File: src/hw/rtl/lzwc_pkg.sv
// ----------------------------------------------------------------------------
// lzwc_pkg: shared types and constants of the LZW byte compressor
// Code widths, dictionary geometry, controller states, command and status.
// ----------------------------------------------------------------------------
package lzwc_pkg;

    localparam int BYTE_W       = 8;
    localparam int CODE_W       = 9;
    localparam int COUNT_W      = CODE_W + 1;
    localparam int ENTRY_W      = CODE_W + BYTE_W;
    localparam int CODE_SPACE   = 1 << CODE_W;
    localparam int FIRST_ENTRY  = 1 << BYTE_W;
    localparam int STORE_DEPTH  = CODE_SPACE - FIRST_ENTRY;
    localparam int STORE_AW     = $clog2(STORE_DEPTH);
    localparam int DICT_ENTRIES = 512;
    localparam int ENTRY_LIMIT  = (DICT_ENTRIES < CODE_SPACE) ? DICT_ENTRIES : CODE_SPACE;
    localparam logic [CODE_W-1:0] EMPTY_HIGHEST = CODE_W'(FIRST_ENTRY - 1);

    typedef enum logic [4:0] {
        S_IDLE  = 5'b00001,
        S_FIRST = 5'b00010,
        S_SCAN  = 5'b00100,
        S_MISS  = 5'b01000,
        S_LAST  = 5'b10000
    } ctrl_state_t;

    typedef struct packed {
        logic accept;     // take a byte request, start a scan at highest entry
        logic scan_step;  // issue one dictionary read while entries remain, move down one entry
        logic take_hit;   // prefix becomes the matched entry
        logic take_miss;  // emit prefix, add entry while there is room, restart from the byte
        logic emit_last;  // emit final prefix, return to reset values
    } ctrl_cmd_t;

    typedef struct packed {
        logic prefix_valid;
        logic eos;
        logic scan_more;
        logic cmp_valid;
        logic cmp_hit;
        logic out_free;
    } dp_status_t;

endpackage

File: src/hw/rtl/lzwc_if.sv
// ----------------------------------------------------------------------------
// lzwc_if: request channels of the LZW byte compressor
// Byte channel in, code channel out, each with valid/ready handshake.
// ----------------------------------------------------------------------------
interface lzwc_byte_if;
    logic                         valid;
    logic                         ready;
    logic [lzwc_pkg::BYTE_W-1:0]  data_byte;
    logic                         end_of_stream;

    modport source (output valid, output data_byte, output end_of_stream, input ready);
    modport sink   (input valid, input data_byte, input end_of_stream, output ready);
endinterface

interface lzwc_code_if;
    logic                         valid;
    logic                         ready;
    logic [lzwc_pkg::CODE_W-1:0]  code;
    logic                         last_code;

    modport source (output valid, output code, output last_code, input ready);
    modport sink   (input valid, input code, input last_code, output ready);
endinterface

File: src/hw/rtl/lzwc_ram.sv
// ----------------------------------------------------------------------------
// lzwc_ram: generic single-write, single-read RAM
// One write port, one read port with registered read data.
// ----------------------------------------------------------------------------
module lzwc_ram #(
    parameter int WIDTH = 17,
    parameter int DEPTH = 256
) (
    input  logic                     clk,
    input  logic                     we,
    input  logic [$clog2(DEPTH)-1:0] waddr,
    input  logic [WIDTH-1:0]         wdata,
    input  logic                     re,
    input  logic [$clog2(DEPTH)-1:0] raddr,
    output logic [WIDTH-1:0]         rdata
);

    logic [WIDTH-1:0] mem [DEPTH];
    logic [WIDTH-1:0] rdata_reg;

    always_ff @(posedge clk)
    begin
        if (we)
        begin
            mem[waddr] <= wdata;
        end
        if (re)
        begin
            rdata_reg <= mem[raddr];
        end
    end

    assign rdata = rdata_reg;

endmodule

File: src/hw/rtl/lzwc_datapath.sv
// ----------------------------------------------------------------------------
// lzwc_datapath: prefix, dictionary scan and output register
// Holds the current prefix, scans the dictionary RAM one entry a cycle,
// and keeps the result register toward the code channel.
// ----------------------------------------------------------------------------
module lzwc_datapath #(
    parameter int DICT_ENTRIES = lzwc_pkg::DICT_ENTRIES
) (
    input  logic                        clk,
    input  logic                        rst_n,
    input  lzwc_pkg::ctrl_cmd_t         cmd,
    output lzwc_pkg::dp_status_t        status,
    input  logic [lzwc_pkg::BYTE_W-1:0] in_data,
    input  logic                        in_eos,
    output logic                        out_valid,
    input  logic                        out_ready,
    output logic [lzwc_pkg::CODE_W-1:0] out_code,
    output logic                        out_last
);
    import lzwc_pkg::*;

    // Codes stay CODE_W bits wide, so the dictionary stops at the code space.
    localparam int ADD_LIMIT = (DICT_ENTRIES < CODE_SPACE) ? DICT_ENTRIES : CODE_SPACE;

    logic [BYTE_W-1:0]  byte_reg;
    logic               eos_reg;
    logic [CODE_W-1:0]  prefix_reg;
    logic               prefix_valid_reg;
    logic [CODE_W-1:0]  highest_reg;
    logic [CODE_W-1:0]  scan_reg;
    logic [CODE_W-1:0]  cmp_code_reg;
    logic               cmp_valid_reg;
    logic               out_valid_reg;
    logic [CODE_W-1:0]  out_code_reg;
    logic               out_last_reg;

    logic [COUNT_W-1:0] highest_inc;
    logic               room;
    logic               ram_we;
    logic               ram_re;
    logic [ENTRY_W-1:0] ram_rdata;
    logic [ENTRY_W-1:0] want;

    assign want        = {prefix_reg, byte_reg};
    assign highest_inc = {1'b0, highest_reg} + COUNT_W'(1);
    assign room        = highest_inc < COUNT_W'(ADD_LIMIT);
    assign ram_we      = cmd.take_miss && room;
    assign ram_re      = cmd.scan_step && scan_reg[CODE_W-1];

    lzwc_ram #(
        .WIDTH (ENTRY_W),
        .DEPTH (STORE_DEPTH)
    ) u_dict (
        .clk   (clk),
        .we    (ram_we),
        .waddr (highest_inc[STORE_AW-1:0]),
        .wdata (want),
        .re    (ram_re),
        .raddr (scan_reg[STORE_AW-1:0]),
        .rdata (ram_rdata)
    );

    // Control state
    always_ff @(posedge clk or negedge rst_n)
    begin
        if (!rst_n)
        begin
            prefix_valid_reg <= 1'b0;
            highest_reg      <= EMPTY_HIGHEST;
            cmp_valid_reg    <= 1'b0;
            out_valid_reg    <= 1'b0;
        end
        else
        begin
            cmp_valid_reg <= ram_re;
            if (cmd.accept)
            begin
                prefix_valid_reg <= 1'b1;
            end
            if (ram_we)
            begin
                highest_reg <= highest_inc[CODE_W-1:0];
            end
            if (cmd.emit_last)
            begin
                prefix_valid_reg <= 1'b0;
                highest_reg      <= EMPTY_HIGHEST;
            end
            if (cmd.take_miss || cmd.emit_last)
            begin
                out_valid_reg <= 1'b1;
            end
            else if (out_ready)
            begin
                out_valid_reg <= 1'b0;
            end
        end
    end

    // Payload
    always_ff @(posedge clk)
    begin
        if (cmd.accept)
        begin
            byte_reg <= in_data;
            eos_reg  <= in_eos;
            scan_reg <= highest_reg;
            if (!prefix_valid_reg)
            begin
                prefix_reg <= CODE_W'(in_data);
            end
        end
        if (cmd.scan_step)
        begin
            scan_reg     <= scan_reg - CODE_W'(1);
            cmp_code_reg <= scan_reg;
        end
        if (cmd.take_hit)
        begin
            prefix_reg <= cmp_code_reg;
        end
        if (cmd.take_miss)
        begin
            out_code_reg <= prefix_reg;
            out_last_reg <= 1'b0;
            prefix_reg   <= CODE_W'(byte_reg);
        end
        if (cmd.emit_last)
        begin
            out_code_reg <= prefix_reg;
            out_last_reg <= 1'b1;
            prefix_reg   <= '0;
        end
    end

    assign status.prefix_valid = prefix_valid_reg;
    assign status.eos          = eos_reg;
    assign status.scan_more    = scan_reg[CODE_W-1];
    assign status.cmp_valid    = cmp_valid_reg;
    assign status.cmp_hit      = cmp_valid_reg && (ram_rdata == want);
    assign status.out_free     = !out_valid_reg || out_ready;

    assign out_valid = out_valid_reg;
    assign out_code  = out_code_reg;
    assign out_last  = out_last_reg;

endmodule

File: src/hw/rtl/lzwc_ctrl.sv
// ----------------------------------------------------------------------------
// lzwc_ctrl: sequencing state machine of the LZW byte compressor
// Accepts a byte, runs the dictionary scan, then issues emit commands.
// ----------------------------------------------------------------------------
module lzwc_ctrl (
    input  logic                 clk,
    input  logic                 rst_n,
    input  logic                 in_valid,
    output logic                 in_ready,
    input  lzwc_pkg::dp_status_t status,
    output lzwc_pkg::ctrl_cmd_t  cmd
);
    import lzwc_pkg::*;

    ctrl_state_t state_reg;
    ctrl_state_t state_next;

    always_ff @(posedge clk or negedge rst_n)
    begin
        if (!rst_n)
        begin
            state_reg <= S_IDLE;
        end
        else
        begin
            state_reg <= state_next;
        end
    end

    assign in_ready = (state_reg == S_IDLE);

    always_comb
    begin
        state_next = state_reg;
        cmd        = '0;
        unique case (state_reg)
            S_IDLE:
            begin
                if (in_valid)
                begin
                    cmd.accept = 1'b1;
                    state_next = status.prefix_valid ? S_SCAN : S_FIRST;
                end
            end
            S_FIRST:
            begin
                state_next = status.eos ? S_LAST : S_IDLE;
            end
            S_SCAN:
            begin
                // Hit wins over a further scan step and over the end of the scan.
                priority if (status.cmp_hit)
                begin
                    cmd.take_hit = 1'b1;
                    state_next   = status.eos ? S_LAST : S_IDLE;
                end
                else if (!status.cmp_valid && !status.scan_more)
                begin
                    state_next = S_MISS;
                end
                else
                begin
                    cmd.scan_step = 1'b1;
                end
            end
            S_MISS:
            begin
                if (status.out_free)
                begin
                    cmd.take_miss = 1'b1;
                    state_next    = status.eos ? S_LAST : S_IDLE;
                end
            end
            S_LAST:
            begin
                if (status.out_free)
                begin
                    cmd.emit_last = 1'b1;
                    state_next    = S_IDLE;
                end
            end
            default:
            begin
                state_next = S_IDLE;
            end
        endcase
    end

endmodule

File: src/hw/rtl/lzw_byte_compressor.sv
// ----------------------------------------------------------------------------
// lzw_byte_compressor: LZW compressor with fixed 9-bit codes
// Top level joining the controller, the datapath and the dictionary RAM.
// ----------------------------------------------------------------------------
// Usage:
//   byte_in carries one raw byte per request, with end_of_stream set on the
//   last byte of a stream. code_out carries 9-bit codes (0-255 literal,
//   256-511 dictionary entry); last_code marks the final code of a stream.
//   Each byte yields zero, one or two codes.
// Timing:
//   A byte is taken only while the controller is idle. The first byte of a
//   stream only passes through S_FIRST. Every later byte scans the dictionary
//   from the highest entry down, one RAM read per cycle with registered read
//   data: a hit ends the scan, and a miss, once all N entries are read, goes
//   to S_MISS to emit the prefix, N being the number of entries (up to 256).
//   The end of a stream passes through S_LAST for the final code. The single
//   read port sets the rate: a new byte waits until the last is through.
// Reset:
//   Reset, like each end of stream, clears the prefix and empties the
//   dictionary; RAM contents are never read before written, so no clearing.
// Stall:
//   Codes wait in a single output register. A new byte is still accepted
//   while a code waits; the block holds only when it must emit a code and the
//   register is still full.
// ----------------------------------------------------------------------------
module lzw_byte_compressor #(
    parameter int DICT_ENTRIES = lzwc_pkg::DICT_ENTRIES
) (
    input  logic        clk,
    input  logic        rst_n,
    lzwc_byte_if.sink   byte_in,
    lzwc_code_if.source code_out
);
    import lzwc_pkg::*;

    ctrl_cmd_t  cmd;
    dp_status_t status;

    // Sequence each byte request through scan and emit.
    lzwc_ctrl u_ctrl (
        .clk      (clk),
        .rst_n    (rst_n),
        .in_valid (byte_in.valid),
        .in_ready (byte_in.ready),
        .status   (status),
        .cmd      (cmd)
    );

    // Hold prefix, dictionary and the output register.
    lzwc_datapath #(
        .DICT_ENTRIES (DICT_ENTRIES)
    ) u_datapath (
        .clk       (clk),
        .rst_n     (rst_n),
        .cmd       (cmd),
        .status    (status),
        .in_data   (byte_in.data_byte),
        .in_eos    (byte_in.end_of_stream),
        .out_valid (code_out.valid),
        .out_ready (code_out.ready),
        .out_code  (code_out.code),
        .out_last  (code_out.last_code)
    );

endmodule
File: src/flat_wrapper.sv
// flat-port wrapper written by rule: the top's interface ports become plain ports
module lzw_byte_compressor_flat import lzwc_pkg::*;
#(
    parameter int DICT_ENTRIES = lzwc_pkg::DICT_ENTRIES
)
  (clk, rst_n, byte_in_valid, byte_in_data_byte, byte_in_end_of_stream, byte_in_ready, code_out_valid, code_out_code, code_out_last_code, code_out_ready);
  lzwc_byte_if byte_in_i ();
  lzwc_code_if code_out_i ();
  input  logic clk;
  input  logic rst_n;
  input wire logic [$bits(byte_in_i.valid)-1:0] byte_in_valid;
  input wire logic [$bits(byte_in_i.data_byte)-1:0] byte_in_data_byte;
  input wire logic [$bits(byte_in_i.end_of_stream)-1:0] byte_in_end_of_stream;
  output wire logic [$bits(byte_in_i.ready)-1:0] byte_in_ready;
  output wire logic [$bits(code_out_i.valid)-1:0] code_out_valid;
  output wire logic [$bits(code_out_i.code)-1:0] code_out_code;
  output wire logic [$bits(code_out_i.last_code)-1:0] code_out_last_code;
  input wire logic [$bits(code_out_i.ready)-1:0] code_out_ready;
  assign byte_in_i.valid = byte_in_valid;
  assign byte_in_i.data_byte = byte_in_data_byte;
  assign byte_in_i.end_of_stream = byte_in_end_of_stream;
  assign byte_in_ready = byte_in_i.ready;
  assign code_out_valid = code_out_i.valid;
  assign code_out_code = code_out_i.code;
  assign code_out_last_code = code_out_i.last_code;
  assign code_out_i.ready = code_out_ready;
  lzw_byte_compressor #(.DICT_ENTRIES(DICT_ENTRIES)) u_core (.clk(clk), .rst_n(rst_n), .byte_in(byte_in_i), .code_out(code_out_i));
endmodule
File: config.mk
export PLATFORM = sky130hd
export DESIGN_NAME = lzw_byte_compressor_flat
export DESIGN_NICKNAME = d
export VERILOG_FILES = /design/src/hw/rtl/lzwc_pkg.sv /design/src/hw/rtl/lzwc_if.sv /design/src/hw/rtl/lzwc_ram.sv /design/src/hw/rtl/lzwc_datapath.sv /design/src/hw/rtl/lzwc_ctrl.sv /design/src/hw/rtl/lzw_byte_compressor.sv /design/src/flat_wrapper.sv
export SDC_FILE = /design/constraint.sdc
export NUM_CORES = 2
export LEC_CHECK = 0
export BUFFER_PORTS_ARGS = -buffer_cell sky130_fd_sc_hd__buf_2
export CELL_PAD_IN_SITES_DETAIL_PLACEMENT = 1
export CELL_PAD_IN_SITES_GLOBAL_PLACEMENT = 1
export CORE_MARGIN = 3
export CORE_UTILIZATION = 56
export DETAILED_ROUTE_END_ITERATION = 8
export PLACE_DENSITY_LB_ADDON = 0.05
export SLEW_MARGIN = 20
export SYNTH_ARGS = -nofsm -noshare
export SYNTH_HDL_FRONTEND = slang
export SYNTH_HIERARCHICAL = 1
export SYNTH_MEMORY_MAX_BITS = 65536
export SYNTH_SLANG_ARGS = --single-unit
File: constraint.sdc
create_clock -name clk -period 7.65 [get_ports clk]
set_input_delay 0.765 -clock clk [delete_from_list [all_inputs] [get_ports clk]]
set_output_delay 0.765 -clock clk [all_outputs]
set_load 0.02 [all_outputs]
-- Word level (Yosys, flattened, before mapping)
Memories as Yosys holds them, arrays and structs flattened. A register that Yosys moved wholly into a read port is not among the register bits.
Index checks and enable logic that the tools add are counted.
- bits in writable memories: 4352
- output and inout bits: 12
- word-level logic and storage cells: 82
- flip-flop bits (word level): 63
- memories: 1
- memories (memory ; depth ; bits a word ; read ports ; clocked after Yosys merged registers in ; write ports ; RTL line ; RTL):
    u_core.u_datapath.u_dict.mem ; 256 ; 17 ; 1 ; 1 ; 1 ; lzwc_ram.sv:18 ; logic [WIDTH-1:0] mem [DEPTH];
- equal/unequal tests: 12
- reductions and logical operators: 20
- order comparisons: 1
- $add $sub $neg: 2
- muxes and demuxes: 33
- operators with widths (operator ; number):
    9-bit 2-to-1 mux ; 9
    5-bit 2-to-1 mux ; 6
    5-bit one-hot mux with 5 select lines ; 1
    17-bit == test ; 1
    1-bit 2-to-1 mux ; 14
    2-bit nonzero test ; 6
    9-bit by 1-bit adder with 10-bit output (second input constant) ; 1
    10-bit < comparator (second input constant) ; 1
    9-bit by 1-bit subtractor with 9-bit output (second input constant) ; 1
    8-bit 2-to-1 mux ; 1
    2-bit by 1-bit != test with 1-bit output (second input constant) ; 3
    3-bit by 2-bit != test with 1-bit output (second input constant) ; 2
    5-bit by 1-bit == test with 1-bit output (second input constant) ; 1
    5-bit by 2-bit == test with 1-bit output (second input constant) ; 1
    5-bit by 3-bit == test with 1-bit output (second input constant) ; 1
    5-bit by 4-bit == test with 1-bit output (second input constant) ; 1
    5-bit == test (second input constant) ; 1
    1-bit logical AND ; 4
    2-bit AND reduction ; 2
    4-bit AND reduction ; 1
    1-bit logical NOT ; 3
    3-bit 2-to-1 mux ; 1
    3-bit nonzero test ; 1
    1-bit logical OR ; 2
    other kinds (3) ; 3

-- Depth between registers and ports, before layout
- depth in word-level cells: 7
- mapped depth: 13
- mapped depth without buffers: 10

-- Hierarchy
The synthesis kept the hierarchy.
- modules (own cells, without submodules) (module ; times used ; area an instance (µm²) ; cells each):
    lzwc_ram ; 1 ; 169874.2 ; 7797
    lzwc_datapath ; 1 ; 2741.4 ; 240
    lzwc_ctrl ; 1 ; 407.9 ; 45

-- Worst setup path before layout
Ideal clock, no wire load.
- path type: reg-to-reg
- from: register u_core.u_datapath.prefix_reg[2]
- to: register u_core.u_datapath.u_dict.rdata_reg[0] (netlist: u_core/u_datapath/u_dict/rdata[0]) (read register of u_core.u_datapath.u_dict.mem), enable pin
- period minus slack after synthesis: 6.129 ns
- library setup time: 0.375 ns
- data required time: 7.275 ns
- setup slack: 1.521 ns
- data arrival time: 5.754 ns
- cell stages (with the launch flop): 7
- path buffers: 1
- cells stage by stage: dfxtp_1 -> xnor2_1 -> nand4_1 -> nor4_1 -> nor3_1 -> clkbuf_1 -> and2_1
- RTL lines (item ; RTL line ; RTL):
    from (decl) ; lzwc_datapath.sv:27 ; logic [CODE_W-1:0] prefix_reg;
    from (signal assigned) ; lzwc_datapath.sv:110 ; prefix_reg <= CODE_W'(in_data);
    from (signal assigned) ; lzwc_datapath.sv:120 ; prefix_reg <= cmp_code_reg;
    from (signal assigned) ; lzwc_datapath.sv:126 ; prefix_reg <= CODE_W'(byte_reg);
    to (decl) ; lzwc_ram.sv:19 ; logic [WIDTH-1:0] rdata_reg;

==> results.cfg <==
[synth]
yosys_warnings = 6
synth_ff_type = edfxtp_1
syn_nets = 8097
synth_area_leader_cell = edfxtp_1
yosysUniqueCellTypes = 92
ys_ff_latch = 4432
synth_area_um2 = 173000
synth_top_area_share_pct = 76.5
synth_area_leaders = edfxtp_1 76%, mux4_2 12%, mux2i_1 3.0%, nor2_1 0.79%, mux4_1 0.70%
synth_async_sr_flop_share_pct = 0.384
synth.most_common_cell = edfxtp_1
synth_cells = 8082
synth_edf_count = 4405
yosysSeqAreaShare_pct = 76.8
synth_common_cells = 4405 x edfxtp_1, 897 x mux4_2, 527 x mux2i_1
syn_avg_cell_area_um2 = 21.4

[placed_design]
portBuffers = 24
hpwl_mm = 309
dp_cells = 12100
gp_congestion = 0.943

[flow_run]
drv_cap = 0

[route]
dr_total_vias = 88700
drc = 0
drt-total-wl_mm = 508
ant_nets = 0
firstDrtPassIters = 6
drt_iter0_drc = 12300
viasPerCell = 6.85
avgRoutedWirePerCell_um = 39.2

[global_routing]
grt_antenna_before_repair = 31
grt_pass1_wl_mm = 713
grt_max_degree = 176
gr-total-overflow = 0
grtUsageTotal_pct = 32.2
grt_pass1_vias = 89100

[sta]
worst_pin_slew_ns = 1.25
fin_skew_ns = 0.0506
fmax_mhz = 188
fin_crit_sh_pct = 69.6
fin_tns_setup_ns = 0
rsz0062_at_grt = no
drv_slew = 0
fin_crit_ns = 5.32
setup_viol = 0
hold_viol = 0
relSlewSlack_pct = 15.6
hold_ws_ns = 0.0555

[floorplan]
rows = 203
start_util_pct = 56.4
core_region_area_um2 = 307000
die_w_um = 562
dieArea_um2 = 316000
io_pins = 25
die_h_um = 562

[pwr]
finalPower_mw = 67.1
p_int_mw = 46.1
p_comb_share_pct = 24.6
peakVddDrop_mv = 0.257
seqPwrFrac_pct = 43.9
power_density_nw_per_um2 = 348
power_switching_share_pct = 31.3
leakagePower_nw = 62.1
switching_power_mw = 21.0
p_clk_share_pct = 31.4

[layout]
syn_to_final_growth_pct = 11.5
fin_nets = 8471
drive_gt1_share_pct = 24.5
instances_no_fill = 12900
largest_reg_flops = 4352

[clock_network]
clk_pin_slew_ns = 0.06
cts.sinks = 4432
cts_setup_buffers = 0
cts_tree = done
cts-root-buf = clkbuf_16
cts-htree-levels = 5
cts_hold_buf = 7
numCtsBuffers = 445
cts_buffer_depth = 4
insertion_delay_ns = 0.99
cts_resized = 0

[critical_path]
required_ns = 8.38
cp-start-kind = flop
reg2reg_depth = 10
crit_type = reg -> reg
worstPathMaxFanout = 74
cp-end-kind = flop
crit_arrival_ns = 6.05

[run_status]
outcome = complete, no violations

[hold_path]
hold_class = in -> reg
min_path_cells = 1
critical path, cell delays in order, from the launching register on:
cell and delay [ns]:
edfxtp_1 1.13, or2_4 0.73, buf_12 0.45, buf_4 0.71, o221ai_1 0.34, nor3_1 0.66
nor3_1 0.15, o2111ai_1 0.17, nor4_2 0.13, buf_4 0.23, and3_1 0.16
path summary, 6_finish.rpt:
kind	slack, ns	from	to
min reg2reg	0.46	u_core/u_datapath/out_last	u_core/u_datapath/out_last
max	2.33	u_core/u_datapath/scan_reg[1]	u_core/u_datapath/u_dict/rdata[5]
max in group asynchronous	6.85	rst_n	u_core/u_datapath/cmp_valid_reg
max reg2reg	2.33	u_core/u_datapath/scan_reg[1]	u_core/u_datapath/u_dict/rdata[5]
min in group asynchronous	0.35	rst_n	u_core/u_ctrl/state_reg[4]
min	0.06	byte_in_data_byte[2]	u_core/u_datapath/byte_reg[2]
power by group through the flow:
stage	clock network, mW	logic, mW	registers [mW]
2_1_floorplan	0	8.96	31.2
3_3_place_gp	0	15.9	29.9
3_5_place_dp	0	16.3	30.0
4_1_cts	21.4	16.4	29.5
5_1_grt	22.4	17.1	29.5
6_report	21.1	16.5	29.5
area by class of cell:
class / instances / area, um^2
antenna: 12 / 30.0
clock buffer: 549 / 11600
clock inverter: 279 / 2400
fill: 24700 / 114000
inverter: 17 / 77.6
multi-input combinational: 3151 / 37200
sequential: 4432 / 133000
tap: 4100 / 5130
timing repair buffer: 409 / 3420
routing by layer:
| layer | share of wire, % | up-vias | wire, um | GRT usage (%) |
|---|---|---|---|---|
| met4 | 5.3 | 8 | 27000 | 14.2 |
| met3 | 9.7 | 1036 | 49500 | 6.22 |
| met2 | 47 | 5016 | 238000 | 49.4 |
| met5 | 0.017 | - | 88 | 0 |
| met1 | 38 | 47900 | 194000 | 45.8 |
| li1 | - | 34800 | - | - |
layout by cell type, fill, tap and decap left out, types with 14 or more instances in the layout:
| cell | n |
|---|---|
| bufinv_16 | 32 |
| mux4_1 | 46 |
| o21ai_0 | 55 |
| xnor2_1 | 20 |
| nor2_2 | 110 |
| a31oi_1 | 17 |
| buf_2 | 24 |
| clkinv_2 | 82 |
| nor2_1 | 201 |
| inv_1 | 14 |
| buf_4 | 345 |
| buf_12 | 30 |
| clkbuf_1 | 97 |
| nand4_1 | 27 |
| or3_1 | 15 |
| clkinv_1 | 122 |
| a211oi_1 | 17 |
| nor2b_1 | 16 |
| nand2_1 | 235 |
| nor3_1 | 112 |
| a21oi_1 | 119 |
| o22ai_1 | 188 |
| nand3_1 | 62 |
| mux2_2 | 20 |
| o221ai_1 | 134 |
| mux2i_1 | 527 |
| a22oi_1 | 33 |
| clkinvlp_4 | 17 |
| clkbuf_16 | 448 |
| edfxtp_1 | 4405 |
| o311a_1 | 14 |
| nor2_4 | 54 |
| mux4_2 | 897 |
metrics by stage:
stage | worst slack (ns) | instance area, um^2 | util (%)
after floorplan | 1.52 | 173000 | -
after global placement | 1.78 | 178000 | 58.2
after detailed placement | 2.62 | 179000 | 58.2
after CTS | 2.60 | 193000 | 62.8
after global routing | 2.44 | 193000 | 62.9
final | 2.33 | 193000 | 62.9
logic make-up after synthesis:
logic type	synth area share, %
buffers and inverters	2.18
XOR/XNOR	0.162
adder cells (fa/ha/maj)	0.0145
AO/OA/AOI/OAI	2.80
flip-flops	76.8
AND/OR/NAND/NOR	2.46
multiplexers	15.6
(Power assumes the default switching activity.)
